**src/acfp_pkg.sv**
```systemverilog
package acfp_pkg;

  localparam logic [7:0] CHAR_AT    = 8'h40;
  localparam logic [7:0] CHAR_COLON = 8'h3A;
  localparam logic [7:0] CHAR_COMMA = 8'h2C;
  localparam logic [7:0] CHAR_C     = 8'h63;
  localparam logic [7:0] CHAR_LF    = 8'h0A;
  localparam logic [7:0] CHAR_CR    = 8'h0D;
  localparam logic [7:0] CHAR_ZERO  = 8'h30;
  localparam logic [7:0] CHAR_NINE  = 8'h39;

  localparam logic [7:0] CRC_POLY   = 8'h8C;
  localparam logic [15:0] TICK_MAX  = 16'hFFFF;

  localparam logic [1:0] ADDR_DIGITS = 2'd2;
  localparam logic [1:0] CSUM_DIGITS = 2'd3;

  localparam logic [7:0] REG_DEVICE_ADDRESS = 8'd0;
  localparam logic [7:0] REG_TIMEOUT_TICKS  = 8'd1;

  localparam logic [6:0]  DEVICE_ADDRESS_RESET = 7'd1;
  localparam logic [15:0] TIMEOUT_TICKS_RESET  = 16'd100;

  typedef enum logic [2:0] {
    PH_WAIT,
    PH_ADDR,
    PH_CMD,
    PH_VALS,
    PH_CSUM,
    PH_EOL,
    PH_BAD
  } phase_t;

  typedef enum logic [1:0] {
    DR_IDLE,
    DR_READ,
    DR_LOAD
  } drain_state_t;

  typedef struct packed {
    logic       start;
    logic [7:0] command;
    logic [4:0] colon_count;
    logic       to_this_device;
  } frame_done_t;

  // dallas crc8, reflected, one byte
  function automatic logic [7:0] crc8_add(input logic [7:0] crc, input logic [7:0] b);
    logic [7:0] c;
    c = crc ^ b;
    for (int i = 0; i < 8; i++) begin
      c = c[0] ? ((c >> 1) ^ CRC_POLY) : (c >> 1);
    end
    return c;
  endfunction

endpackage

```
**src/acfp_mem.sv**
```systemverilog
module acfp_mem #(
  parameter int DEPTH = 16,
  parameter int AW    = 4
) (
  input  logic          clk,
  input  logic          we,
  input  logic [AW-1:0] waddr,
  input  logic [7:0]    wdata,
  input  logic          re,
  input  logic [AW-1:0] raddr,
  output logic [7:0]    rdata
);

  logic [7:0] mem [DEPTH];

  always_ff @(posedge clk) begin
    if (we) begin
      mem[waddr] <= wdata;
    end
  end

  always_ff @(posedge clk) begin
    if (re) begin
      rdata <= mem[raddr];
    end
  end

endmodule

```
**src/acfp_parser.sv**
```systemverilog
module acfp_parser #(
  parameter int MAX_VALUES = 16,
  parameter int CW         = 5,
  parameter int AW         = 4
) (
  input  logic                 clk,
  input  logic                 rst,
  input  logic                 accept,
  input  logic                 func,
  input  logic [7:0]           rx_byte,
  input  logic [6:0]           device_address,
  input  logic [15:0]          timeout_ticks,
  output logic                 mem_we,
  output logic [AW-1:0]        mem_waddr,
  output logic [7:0]           mem_wdata,
  output acfp_pkg::frame_done_t done,
  output logic [CW-1:0]        value_count
);

  acfp_pkg::phase_t phase, phase_next;
  logic [15:0]   acc, acc_next;
  logic [1:0]    digits_left, digits_left_next;
  logic [7:0]    crc, crc_next;
  logic [7:0]    cmd, cmd_next;
  logic [CW-1:0] stored_count, stored_count_next;
  logic [CW-1:0] colons, colons_next;
  logic          addressed, addressed_next;
  logic [15:0]   idle_ticks, idle_ticks_next;

  logic          is_digit;
  logic [3:0]    digit;
  logic [19:0]   acc_x10d;
  logic [7:0]    crc_byte;
  logic          full;
  logic          is_sep;

  assign is_digit = (rx_byte >= acfp_pkg::CHAR_ZERO) && (rx_byte <= acfp_pkg::CHAR_NINE);
  assign digit    = rx_byte[3:0];
  assign acc_x10d = ({4'b0, acc} << 3) + ({4'b0, acc} << 1) + {16'b0, digit};
  assign crc_byte = acfp_pkg::crc8_add(crc, rx_byte);
  assign full     = stored_count >= CW'(MAX_VALUES);
  assign is_sep   = (rx_byte == acfp_pkg::CHAR_COLON) || (rx_byte == acfp_pkg::CHAR_COMMA);

  assign mem_waddr   = stored_count[AW-1:0];
  assign mem_wdata   = acc[7:0];
  assign value_count = stored_count;

  always_comb begin
    phase_next        = phase;
    acc_next          = acc;
    digits_left_next  = digits_left;
    crc_next          = crc;
    cmd_next          = cmd;
    stored_count_next = stored_count;
    colons_next       = colons;
    addressed_next    = addressed;
    idle_ticks_next   = idle_ticks;
    mem_we            = 1'b0;
    done.start          = 1'b0;
    done.command        = cmd;
    done.colon_count    = 5'(colons);
    done.to_this_device = addressed;
    if (accept && func) begin
      if (idle_ticks != acfp_pkg::TICK_MAX) begin
        idle_ticks_next = idle_ticks + 16'd1;
      end
      if (phase != acfp_pkg::PH_WAIT && idle_ticks_next >= timeout_ticks) begin
        phase_next = acfp_pkg::PH_WAIT;
      end
    end else if (accept) begin
      idle_ticks_next = '0;
      if (rx_byte == acfp_pkg::CHAR_AT) begin
        phase_next        = acfp_pkg::PH_ADDR;
        acc_next          = '0;
        digits_left_next  = acfp_pkg::ADDR_DIGITS;
        crc_next          = acfp_pkg::crc8_add(8'h00, rx_byte);
        cmd_next          = '0;
        stored_count_next = '0;
        colons_next       = '0;
        addressed_next    = 1'b0;
      end else begin
        case (phase)
          acfp_pkg::PH_ADDR: begin
            if (!is_digit) begin
              phase_next = acfp_pkg::PH_BAD;
            end else begin
              acc_next         = acc_x10d[15:0];
              crc_next         = crc_byte;
              digits_left_next = digits_left - 2'd1;
              if (digits_left_next == 2'd0) begin
                if (acc_next == 16'd0 || acc_next == {9'b0, device_address}) begin
                  addressed_next = acc_next == {9'b0, device_address};
                  phase_next     = acfp_pkg::PH_CMD;
                end else begin
                  phase_next = acfp_pkg::PH_BAD;
                end
              end
            end
          end
          acfp_pkg::PH_CMD: begin
            cmd_next         = rx_byte;
            crc_next         = crc_byte;
            acc_next         = '0;
            digits_left_next = '0;
            phase_next       = acfp_pkg::PH_VALS;
          end
          acfp_pkg::PH_VALS: begin
            if (is_sep || rx_byte == acfp_pkg::CHAR_C) begin
              if (full) begin
                phase_next = acfp_pkg::PH_BAD;
              end else begin
                mem_we            = 1'b1;
                stored_count_next = stored_count + CW'(1);
                acc_next          = '0;
                crc_next          = crc_byte;
                if (rx_byte == acfp_pkg::CHAR_COLON) begin
                  colons_next = colons + CW'(1);
                end
                if (rx_byte == acfp_pkg::CHAR_C) begin
                  digits_left_next = acfp_pkg::CSUM_DIGITS;
                  phase_next       = acfp_pkg::PH_CSUM;
                end
              end
            end else if (is_digit) begin
              if (acc_x10d[19:16] != 4'd0) begin
                phase_next = acfp_pkg::PH_BAD;
              end else begin
                acc_next = acc_x10d[15:0];
                crc_next = crc_byte;
              end
            end else begin
              phase_next = acfp_pkg::PH_BAD;
            end
          end
          acfp_pkg::PH_CSUM: begin
            if (!is_digit) begin
              phase_next = acfp_pkg::PH_BAD;
            end else begin
              acc_next         = acc_x10d[15:0];
              digits_left_next = digits_left - 2'd1;
              if (digits_left_next == 2'd0) begin
                phase_next = (acc_next == {8'b0, crc}) ? acfp_pkg::PH_EOL : acfp_pkg::PH_BAD;
              end
            end
          end
          acfp_pkg::PH_EOL: begin
            if (rx_byte == acfp_pkg::CHAR_LF) begin
              phase_next = acfp_pkg::PH_WAIT;
              done.start = 1'b1;
            end else if (rx_byte != acfp_pkg::CHAR_CR) begin
              phase_next = acfp_pkg::PH_BAD;
            end
          end
          default: begin
            phase_next = acfp_pkg::PH_BAD;
          end
        endcase
      end
    end
  end

  always_ff @(posedge clk) begin
    if (rst) begin
      phase        <= acfp_pkg::PH_WAIT;
      acc          <= '0;
      digits_left  <= '0;
      crc          <= '0;
      cmd          <= '0;
      stored_count <= '0;
      colons       <= '0;
      addressed    <= 1'b0;
      idle_ticks   <= '0;
    end else begin
      phase        <= phase_next;
      acc          <= acc_next;
      digits_left  <= digits_left_next;
      crc          <= crc_next;
      cmd          <= cmd_next;
      stored_count <= stored_count_next;
      colons       <= colons_next;
      addressed    <= addressed_next;
      idle_ticks   <= idle_ticks_next;
    end
  end

endmodule

```
**src/acfp_drain.sv**
```systemverilog
module acfp_drain #(
  parameter int CW = 5,
  parameter int AW = 4
) (
  input  logic                  clk,
  input  logic                  rst,
  input  acfp_pkg::frame_done_t done,
  input  logic [CW-1:0]         value_count,
  output logic                  idle,
  output logic                  mem_re,
  output logic [AW-1:0]         mem_raddr,
  input  logic [7:0]            mem_rdata,
  output logic                  out_valid,
  input  logic                  out_ready,
  output logic [30:0]           out_payload,
  output logic                  out_last
);

  acfp_pkg::drain_state_t state, state_next;
  logic [CW-1:0] rd_idx, rd_idx_next;
  logic          load;
  logic          is_last;
  logic [7:0]    command;
  logic [3:0]    value_index;
  logic [7:0]    value;
  logic [4:0]    count_out;
  logic [4:0]    colon_count;
  logic          to_this_device;

  assign is_last   = (rd_idx + CW'(1)) == value_count;
  assign mem_raddr = rd_idx[AW-1:0];
  assign idle      = state == acfp_pkg::DR_IDLE;

  always_comb begin
    state_next  = state;
    rd_idx_next = rd_idx;
    mem_re      = 1'b0;
    load        = 1'b0;
    case (state)
      acfp_pkg::DR_IDLE: begin
        if (done.start) begin
          rd_idx_next = '0;
          state_next  = acfp_pkg::DR_READ;
        end
      end
      acfp_pkg::DR_READ: begin
        if (!out_valid || out_ready) begin
          mem_re     = 1'b1;
          state_next = acfp_pkg::DR_LOAD;
        end
      end
      acfp_pkg::DR_LOAD: begin
        load        = 1'b1;
        rd_idx_next = rd_idx + CW'(1);
        state_next  = is_last ? acfp_pkg::DR_IDLE : acfp_pkg::DR_READ;
      end
      default: begin
        state_next = acfp_pkg::DR_IDLE;
      end
    endcase
  end

  always_ff @(posedge clk) begin
    if (rst) begin
      state     <= acfp_pkg::DR_IDLE;
      rd_idx    <= '0;
      out_valid <= 1'b0;
    end else begin
      state  <= state_next;
      rd_idx <= rd_idx_next;
      if (load) begin
        out_valid <= 1'b1;
      end else if (out_ready) begin
        out_valid <= 1'b0;
      end
    end
  end

  always_ff @(posedge clk) begin
    if (load) begin
      command        <= done.command;
      value_index    <= 4'(rd_idx);
      value          <= mem_rdata;
      count_out      <= 5'(value_count);
      colon_count    <= done.colon_count;
      to_this_device <= done.to_this_device;
      out_last       <= is_last;
    end
  end

  assign out_payload = {to_this_device, colon_count, count_out, value, value_index, command};

endmodule

```
**src/addressed_command_frame_parser_top.sv**
```systemverilog
// channel  | direction | beat contents
// s_*      | in        | tdata received byte, tuser item kind (1 = tick)
// m_*      | out       | tdata one stored value with frame fields, tlast on final value
// cfg_*    | in        | cfg_index register number, cfg_data write data
//
// a byte or tick item is taken on s_tvalid with s_tready; s_tready stays high while parsing
// after the closing LF each value comes out of the value memory in a read state then a
// load state, so s_tready stays low until the final value is loaded, longer on m_* stalls
// rst is synchronous; the value memory has no clear, only entries of the frame are read
// the output register lets the next byte in while the final value waits
module addressed_command_frame_parser_top #(
  parameter int MAX_VALUES = 16
) (
  input  logic        clk,
  input  logic        rst,
  input  logic        s_tvalid,
  output logic        s_tready,
  input  logic [7:0]  s_tdata,   // rx_byte
  input  logic        s_tuser,   // func
  output logic        m_tvalid,
  input  logic        m_tready,
  output logic [31:0] m_tdata,   // command, value_index, value, value_count, colon_count,
                                 // to_this_device
  output logic        m_tlast,
  input  logic        cfg_valid,
  output logic        cfg_ready,
  input  logic [7:0]  cfg_index,
  input  logic [15:0] cfg_data
);

  localparam int CW = $clog2(MAX_VALUES + 1);
  localparam int AW = $clog2(MAX_VALUES);

  logic [6:0]  device_address;
  logic [15:0] timeout_ticks;
  logic        accept;
  logic        mem_we;
  logic [AW-1:0] mem_waddr;
  logic [7:0]  mem_wdata;
  logic        mem_re;
  logic [AW-1:0] mem_raddr;
  logic [7:0]  mem_rdata;
  logic [CW-1:0] value_count;
  logic        drain_idle;
  logic [30:0] out_payload;
  acfp_pkg::frame_done_t done;

  assign cfg_ready = 1'b1;
  assign s_tready  = drain_idle;
  assign accept    = s_tvalid && s_tready;
  assign m_tdata   = {1'b0, out_payload};

  always_ff @(posedge clk) begin
    if (rst) begin
      device_address <= acfp_pkg::DEVICE_ADDRESS_RESET;
      timeout_ticks  <= acfp_pkg::TIMEOUT_TICKS_RESET;
    end else if (cfg_valid && cfg_ready) begin
      case (cfg_index)
        acfp_pkg::REG_DEVICE_ADDRESS: device_address <= cfg_data[6:0];
        acfp_pkg::REG_TIMEOUT_TICKS:  timeout_ticks  <= cfg_data;
        default: ;
      endcase
    end
  end

  acfp_parser #(.MAX_VALUES(MAX_VALUES), .CW(CW), .AW(AW)) u_parser (
    .clk            (clk),
    .rst            (rst),
    .accept         (accept),
    .func           (s_tuser),
    .rx_byte        (s_tdata),
    .device_address (device_address),
    .timeout_ticks  (timeout_ticks),
    .mem_we         (mem_we),
    .mem_waddr      (mem_waddr),
    .mem_wdata      (mem_wdata),
    .done           (done),
    .value_count    (value_count)
  );

  acfp_mem #(.DEPTH(MAX_VALUES), .AW(AW)) u_mem (
    .clk   (clk),
    .we    (mem_we),
    .waddr (mem_waddr),
    .wdata (mem_wdata),
    .re    (mem_re),
    .raddr (mem_raddr),
    .rdata (mem_rdata)
  );

  acfp_drain #(.CW(CW), .AW(AW)) u_drain (
    .clk         (clk),
    .rst         (rst),
    .done        (done),
    .value_count (value_count),
    .idle        (drain_idle),
    .mem_re      (mem_re),
    .mem_raddr   (mem_raddr),
    .mem_rdata   (mem_rdata),
    .out_valid   (m_tvalid),
    .out_ready   (m_tready),
    .out_payload (out_payload),
    .out_last    (m_tlast)
  );

`ifndef NO_ASSERTIONS
  a_no_rw_overlap: assert property (@(posedge clk) disable iff (rst)
    !(mem_we && mem_re))
    else $error("value memory written and read in one cycle");

  a_drain_blocks_input: assert property (@(posedge clk) disable iff (rst)
    done.start |=> !s_tready)
    else $error("input still taken after frame end");

  a_read_slot_free: assert property (@(posedge clk) disable iff (rst)
    mem_re |-> (!m_tvalid || m_tready))
    else $error("value read while output register is held");
`endif

endmodule
```
**config.mk**
```make
export PLATFORM = sky130hd
export DESIGN_NAME = addressed_command_frame_parser_top
export DESIGN_NICKNAME = d
export VERILOG_FILES = /design/src/acfp_pkg.sv /design/src/acfp_mem.sv /design/src/acfp_parser.sv /design/src/acfp_drain.sv /design/src/addressed_command_frame_parser_top.sv
export SDC_FILE = /design/constraint.sdc
export NUM_CORES = 1
export LEC_CHECK = 0
export BUFFER_PORTS_ARGS = -buffer_cell sky130_fd_sc_hd__buf_2
export CAP_MARGIN = 30
export CORE_MARGIN = 2
export CORE_UTILIZATION = 65
export DETAILED_ROUTE_END_ITERATION = 10
export PLACE_DENSITY_LB_ADDON = 0.08
export SYNTH_ARGS = -nofsm -noshare
export SYNTH_HDL_FRONTEND = slang
export SYNTH_SLANG_ARGS = --single-unit
```
**constraint.sdc**
```tcl
create_clock -name clk -period 6.2 [get_ports clk]
set_input_delay 1.24 -clock clk [delete_from_list [all_inputs] [get_ports clk]]
set_output_delay 1.24 -clock clk [all_outputs]
set_load 0.02 [all_outputs]
```
==> impl_metrics.py, run 1 <==
metrics = {
    "power_and_ir_drop": {
        "power_density_nw_per_um2": 251,
        "peakVddDrop_uv": 190,
        "p_leak_uw": 0.00559,
    },
    "cts": {
        "h-tree-depth": 1,
        "postCtsSetupBuffers": 0,
        "cts-resized-gates": 0,
        "clk_path_buf_depth": 3,
        "cts.clk_slew.worst_paths_ps": 60,
        "cts_root_buf": "clkbuf_16",
        "cts_tree": "done",
        "clk_latency_ps": 530,
        "cts_buffers": 27,
        "cts_hold_buf": 0,
        "clkSinkCount": 263,
    },
    "sta": {
        "grt_setup_unrepaired": "false",
        "setup_viol": 0,
        "final.period_utilization_pct": 72.3,
        "worst_pin_slew_ps": 955,
        "finalWorstSetupSlack_ps": 1720,
        "slew_viol_final": 0,
        "relSlewSlack_pct": 35.8,
        "hold_viol_final": 0,
        "tns_ps": 0,
        "finalCriticalPeriod_ps": 4480,
        "max_freq_ghz": 0.223,
        "fin_skew_ps": 10.3,
    },
    "synthesis": {
        "ys_types": 80,
        "ys_async_sr_fraction_pct": 0,
        "synthCells": 1036,
        "synth_flop_cell": "edfxtp_1",
        "syn_nets": 1131,
        "synth_top_cell_area_share_pct": 39.7,
        "yosysMostFrequentCell": "edfxtp_1",
        "synth-seq-area-share_pct": 54.7,
        "ys_warn_count": 0,
        "synth_edf_count": 168,
        "ys_ff_latch": 263,
        "synth_area_leaders": "edfxtp_1 40%, dfxtp_1 15%, mux4_2 7.1%",
        "yosys-top-cells-count": "168 x edfxtp_1, 127 x nor2_1, 95 x dfxtp_1",
        "synth_largest_area_cell": "edfxtp_1",
        "syn_area_um2": 12700,
        "avgSynthCellArea_um2": 12.3,
    },
    "finish": {
        "drive_gt1_share_pct": 16.0,
        "finalInstanceArea_um2": 14100,
        "antennaDiodeCount": 0,
        "fill_cells": 1321,
        "fin_nets": 1195,
        "stdcell_count": 1385,
        "syn2layout_area_growth_pct": 11.4,
    },
    "placed_design": {
        "dp.final_hpwl_um": 18100,
        "dp.cells": 1336,
        "numPortBuffers": 71,
        "post-place-ws_ps": 1300,
        "gp_congestion": 0.910,
        "placed_cell_area_um2": 13300,
    },
    "global_routing": {
        "antenna_found_initial": 0,
        "grt_start_max_net_pins": 91,
        "grt_usage_pct": 25.8,
        "grt_overflow": 0,
        "grt_first_pass_wirelength_um": 41500,
        "grt_pass1_vias": 7871,
    },
    "setup_path": {
        "cp.arrival_ps": 4900,
        "critPathTopFamily": "simple AND/OR/NAND/NOR gates",
        "r2r_slack_ps": 1720,
        "path_class": "flop to flop",
        "cp_slowest_cell": "nor4_2",
        "r2r_end": "u_parser.phase[2]$_SDFFE_PP0P_",
        "worstReg2RegStart": "u_parser.idle_ticks[0]$_SDFFE_PP0N_",
        "crit_chain": "ha_1 > nand2_1 > nor4_2 > nand3_1 > nand2_1 > or2_1 > nor2_1 > xor2_1 > ha_1 > o21a_1 > o21ai_0 > a211o_1 > a221oi_1 > nand2_1 > a221oi_1 > nand3_1 > a32o_1",
        "critPathMostFrequentCell": "nand2_1",
        "crit_required_ps": 6620,
        "path_buf_inv": 0,
        "crit_fanout": 10,
        "r2r.worst_path.cells": 17,
        "crit_path_end_kind": "flop",
        "critPathMaxStageDelay_ps": 510,
        "startpoint_type": "flop",
    },
    "worst_hold_path": {
        "worstHoldPathCells": 0,
        "hold_end": "u_drain.value[4]$_DFFE_PP_",
        "hp-start": "u_mem.rdata[4]$_DFFE_PP_",
        "hold_path.class": "flop to flop",
    },
    "drt": {
        "wl_per_cell_um": 18.9,
        "vias_per_cell": 5.94,
        "ant_nets": 0,
        "routed_wl_um": 26200,
        "drtIter0Drc": 692,
        "drc": 0,
        "via_count": 8233,
        "first_pass_iters": 5,
    },
    "die": {
        "start_util_pct": 65.7,
        "pin_count": 74,
        "die_w_um": 144,
        "std_cell_rows": 51,
        "die_h_um": 144,
        "core_area_um2": 19300,
        "dieArea_um2": 20700,
    },
    "job": {
        "maxCapViolations": 0,
    },
    "outcome": {
        "status": "completed",
    },
}
==> where the power goes <==
group	switching (µW)	leakage (µW)	internal [µW]
Clock	651	0.000422	923
Sequential	5.64	0.00248	1850
Combinational	71.5	0.00269	49.4
Total	728	0.00559	2820
==> cell families (layout without fill, tap and decap cells) <==
logic type / Yosys count / count (layout) / share of synthesized area, %
adders and majority gates: 57 / 57 / 5.73
xor gates and xnor gates: 70 / 70 / 5.04
and+or+nand+nor: 323 / 323 / 12.5
DFF: 263 / 263 / 54.7
other: 2 / 2 / 0.0591
AOI/OAI and AO/OA: 152 / 152 / 8.34
buffers and inverters: 79 / 163 / 2.59
muxes: 90 / 90 / 11.0
==> final cells by class <==
class,instances,area [µm²],share of cell area (%)
well taps,265,332,2.34
clock inverters,12,124,0.876
repair buffers,82,458,3.24
multi-input cells,694,5420,38.3
inverters,32,120,0.849
clock buffers,37,743,5.25
flip-flops and latches,263,6950,49.1
==> registers in the layout, summed over array words and instances (netlist names), 2 cells and up <==
register / flops
u_parser.cmd: 8
u_mem.mem: 128
u_drain.value: 8
u_mem.rdata: 8
u_drain.colon_count: 5
u_parser.crc: 8
u_parser.acc: 16
u_parser.colons: 5
u_drain.rd_idx: 5
u_drain.value_index: 4
u_parser.phase: 3
u_drain.state: 2
device_address: 7
u_parser.value_count: 5
u_parser.idle_ticks: 16
u_drain.command: 8
timeout_ticks: 16
u_drain.count_out: 5
u_parser.digits_left: 2
==> how the worst max path moves through the flow <==
stage | start | end | cells after the start | slack [ps]
floorplan | s_tdata[3] | u_parser.phase[1]$_SDFFE_PP0P_ | 10 | 1790
global placement | s_tdata[3] | u_parser.acc[0]$_SDFFE_PP0P_ | 11 | 1350
detailed placement | s_tdata[3] | u_parser.acc[6]$_SDFFE_PP0P_ | 11 | 1300
CTS | u_parser.idle_ticks[0]$_SDFFE_PP0N_ | u_parser.phase[2]$_SDFFE_PP0P_ | 17 | 1690
global route | u_parser.idle_ticks[0]$_SDFFE_PP0N_ | u_parser.phase[2]$_SDFFE_PP0P_ | 17 | 1090
finish | u_parser.idle_ticks[0]$_SDFFE_PP0N_ | u_parser.phase[2]$_SDFFE_PP0P_ | 17 | 1720
==> worst register-to-register path: stages, from the launching register on <==
cell	delay, ps
dfxtp_1	400
ha_1	270
nand2_1	90
nor4_2	510
nand3_1	410
nand2_1	310
or2_1	230
nor2_1	90
xor2_1	160
ha_1	310
o21a_1	110
o21ai_0	70
a211o_1	270
a221oi_1	260
nand2_1	100
a221oi_1	440
nand3_1	130
a32o_1	220
==> layer usage <==
metal  vias up  track usage, %  share of wire, %
li1       3994               -                 -
met1      3939            33.2                41
met2       242            46.2                52
met3        58            2.87               4.3
met4         0            7.48               2.8
met5         -               0                 0
==> placed cells by master, fill, tap and decap left out, types with 4 or more instances in the layout <==
master / netlist / routed
a2111oi_0: 4 / 4
a211o_1: 6 / 6
a211oi_1: 4 / 4
a21o_1: 16 / 16
a21oi_1: 39 / 39
a22oi_1: 11 / 11
a311oi_1: 4 / 4
a31oi_1: 6 / 6
and2_1: 6 / 6
and3_1: 8 / 8
buf_2: 5 / 71
buf_4: 3 / 10
clkbuf_1: 36 / 7
clkbuf_16: 0 / 27
clkinv_2: 0 / 5
dfxtp_1: 95 / 94
edfxtp_1: 168 / 168
ha_1: 55 / 55
inv_1: 32 / 32
mux2i_1: 49 / 49
mux4_2: 40 / 40
nand2_1: 58 / 58
nand2b_1: 21 / 21
nand3_1: 25 / 25
nand4_1: 16 / 16
nor2_1: 127 / 127
nor2b_1: 8 / 8
nor3_1: 18 / 18
nor4_1: 7 / 7
o21a_1: 5 / 5
o21ai_0: 20 / 20
or3_1: 5 / 5
xnor2_1: 48 / 48
xor2_1: 20 / 20
==> through the flow <==
stage / util [%] / hold WS (ps) / total power (µW)
final: 73.2 / 418 / 3550
after global routing: 73.2 / 423 / 3640
after CTS: 73.2 / 418 / 3570
after detailed placement: 68.7 / 405 / 2010
after global placement: 68.5 / 402 / 2010
after floorplan: - / 400 / 1970
No activity file was read; power rests on OpenSTA's default activity.
==> run 2, diff against run 1 <==
--- a/config.mk
+++ b/config.mk
@@ -8,7 +8,7 @@
 export BUFFER_PORTS_ARGS = -buffer_cell sky130_fd_sc_hd__buf_2
 export CAP_MARGIN = 30
 export CORE_MARGIN = 2
-export CORE_UTILIZATION = 65
+export CORE_UTILIZATION = 61
 export DETAILED_ROUTE_END_ITERATION = 10
 export PLACE_DENSITY_LB_ADDON = 0.08
 export SYNTH_ARGS = -nofsm -noshare
==> constraint.sdc (replaced) <==
create_clock -name clk -period 4.29 [get_ports clk]
set_input_delay 0.858 -clock clk [delete_from_list [all_inputs] [get_ports clk]]
set_output_delay 0.858 -clock clk [all_outputs]
set_load 0.02 [all_outputs]
==> run 2 against run 1 <==
  * Sequential share of layout area is 1.1 points lower
  * Wire length is 6.9% higher
  * Utilization is 2.1 points lower
  * Final cell count is 2.9% higher
  * Critical endpoint unchanged
  * Highest routed layer unchanged
==> impl_metrics.py, run 2 (synthesis results as in run 1) <==
metrics = {
    "outcome": {
        "status": "completed",
    },
    "global_routing": {
        "grtUsageMet1_pct": 32.0,
        "antenna_found_initial": 0,
        "use_met3_pct": 4.11,
        "grt_first_pass_wirelength_um": 44900,
        "grt_usage_pct": 26.0,
        "gr-usage-met2_pct": 46.3,
        "grt.busiest_layer": "met2",
        "grt_pass1_vias": 8647,
        "grt_overflow": 0,
        "grt_start_max_net_pins": 36,
    },
    "drt": {
        "first_pass_iters": 5,
        "routed_wl_um": 28000,
        "ant_nets": 0,
        "drtIter0Drc": 546,
        "vias_per_cell": 5.92,
        "drc": 0,
        "wl_per_cell_um": 19.7,
        "via_count": 8431,
    },
    "setup_path": {
        "crit_chain": "ha_1 > nand2_1 > nor4_2 > nand3_1 > nand2_1 > or2_1 > nor2_1 > xor2_1 > ha_1 > o21a_1 > o21ai_0 > a211o_1 > a221oi_1 > nand2_1 > a221o_1 > a21oi_1 > a32o_1",
        "path_buf_inv": 0,
        "crit_fanout": 5,
        "path_class": "flop to flop",
        "cp_slowest_cell": "dfxtp_1",
        "crit_required_ps": 4760,
        "critPathTopFamily": "compound AO/OA/AOI/OAI gates",
        "cp.arrival_ps": 4440,
        "crit_path_end_kind": "flop",
        "startpoint_type": "flop",
        "critPathMaxStageDelay_ps": 400,
        "critPathMostFrequentCell": "nand2_1",
    },
    "die": {
        "dieArea_um2": 22000,
        "std_cell_rows": 52,
        "die_h_um": 148,
        "pin_count": 74,
        "die_w_um": 148,
        "start_util_pct": 62.4,
        "core_area_um2": 20400,
    },
    "finish": {
        "antennaDiodeCount": 0,
        "fill_cells": 1408,
        "stdcell_count": 1425,
        "multi_input_area_um2": 5430,
        "mostFrequentLayoutCells": "168 x edfxtp_1, 127 x nor2_1, 94 x dfxtp_1, 71 x buf_2, 58 x nand2_1",
        "final_common_cell": "edfxtp_1",
        "fin_nets": 1231,
        "regMostFlops": "u_mem.mem",
        "syn2layout_area_growth_pct": 14.0,
        "largest_reg_flops": 128,
        "drive_gt1_share_pct": 18.4,
        "register_area_um2": 6950,
    },
    "sta": {
        "final.period_utilization_pct": 92.6,
        "relSlewSlack_pct": 46.2,
        "setup_viol": 0,
        "fin_skew_ps": 15.9,
        "max_freq_ghz": 0.252,
        "slew_viol_final": 0,
        "finalCriticalPeriod_ps": 3970,
        "grt_setup_unrepaired": "false",
        "whs_ps": 419,
        "worst_pin_slew_ps": 805,
        "hold_viol_final": 0,
    },
    "power_and_ir_drop": {
        "peakVddDrop_uv": 302,
        "p_leak_uw": 0.00580,
        "power_density_nw_per_um2": 364,
    },
    "placed_design": {
        "gp_congestion": 0.826,
        "numPortBuffers": 71,
        "dp.cells": 1377,
        "dp.final_hpwl_um": 19800,
    },
    "cts": {
        "clk_latency_ps": 530,
        "cts.clk_slew.worst_paths_ps": 60,
        "cts_root_buf": "clkbuf_16",
        "cts_hold_buf": 0,
        "clk_path_buf_depth": 3,
        "cts_tree": "done",
        "clkSinkCount": 263,
        "cts_buffers": 26,
        "h-tree-depth": 1,
    },
    "job": {
        "maxCapViolations": 0,
    },
    "worst_hold_path": {
        "hold_path.class": "flop to flop",
    },
}
-- run 2: metrics by stage --
step	util (%)	power, µW	TNS (ps)	area (µm²)	worst slack (ps)
2_1_floorplan	-	2850	0	12700	263
3_3_place_gp	66.5	2910	0	13500	43.3
3_5_place_dp	66.5	2910	-0.866	13500	-0.866
4_1_cts	71.0	5290	0	14500	252
5_1_grt	71.1	5410	0	14500	24.0
6_report	71.1	5260	0	14500	317
-- run 2: timing repair --
action,4_1_cts,5_1_grt
setup endpoints to repair,0,3
hold endpoints to repair,0,0
buffers inserted,0,0
resized for setup,0,1
-- run 2: metal layers --
metal	up-vias	part of all wire, %	wire length (µm)
met5	-	0	0
met4	0	2.7	760
met3	59	4.9	1370
met2	248	52	14600
met1	4067	40	11300
li1	4057	-	-
-- run 2: worst paths after layout --
path / start / endpoint / slack, ps / cells after the start
setup / recovery: u_parser.idle_ticks[0]$_SDFFE_PP0N_ / u_parser.phase[2]$_SDFFE_PP0P_ / 320 / 17
hold / removal: u_mem.rdata[2]$_DFFE_PP_ / u_drain.value[2]$_DFFE_PP_ / 420 / 0
setup reg to reg: u_parser.idle_ticks[0]$_SDFFE_PP0N_ / u_parser.phase[2]$_SDFFE_PP0P_ / 320 / 17
hold reg to reg: u_mem.rdata[2]$_DFFE_PP_ / u_drain.value[2]$_DFFE_PP_ / 420 / 0
-- run 2: final cells by class --
cell class | count | share of cell area [%]
tap | 270 | 2.33
clock inverter | 12 | 1.35
sequential | 263 | 48.0
inverter | 32 | 0.830
multi-input combinational | 694 | 37.5
clock buffer | 35 | 4.88
timing repair buffer | 119 | 5.08
-- run 2: report_power, final --
group / total (µW) / internal [µW] / switching, µW / leakage (µW)
clock network: 2400 / 1460 / 946 / 0.000429
registers: 2670 / 2670 / 8.31 / 0.00248
logic: 184 / 75.5 / 108 / 0.00289
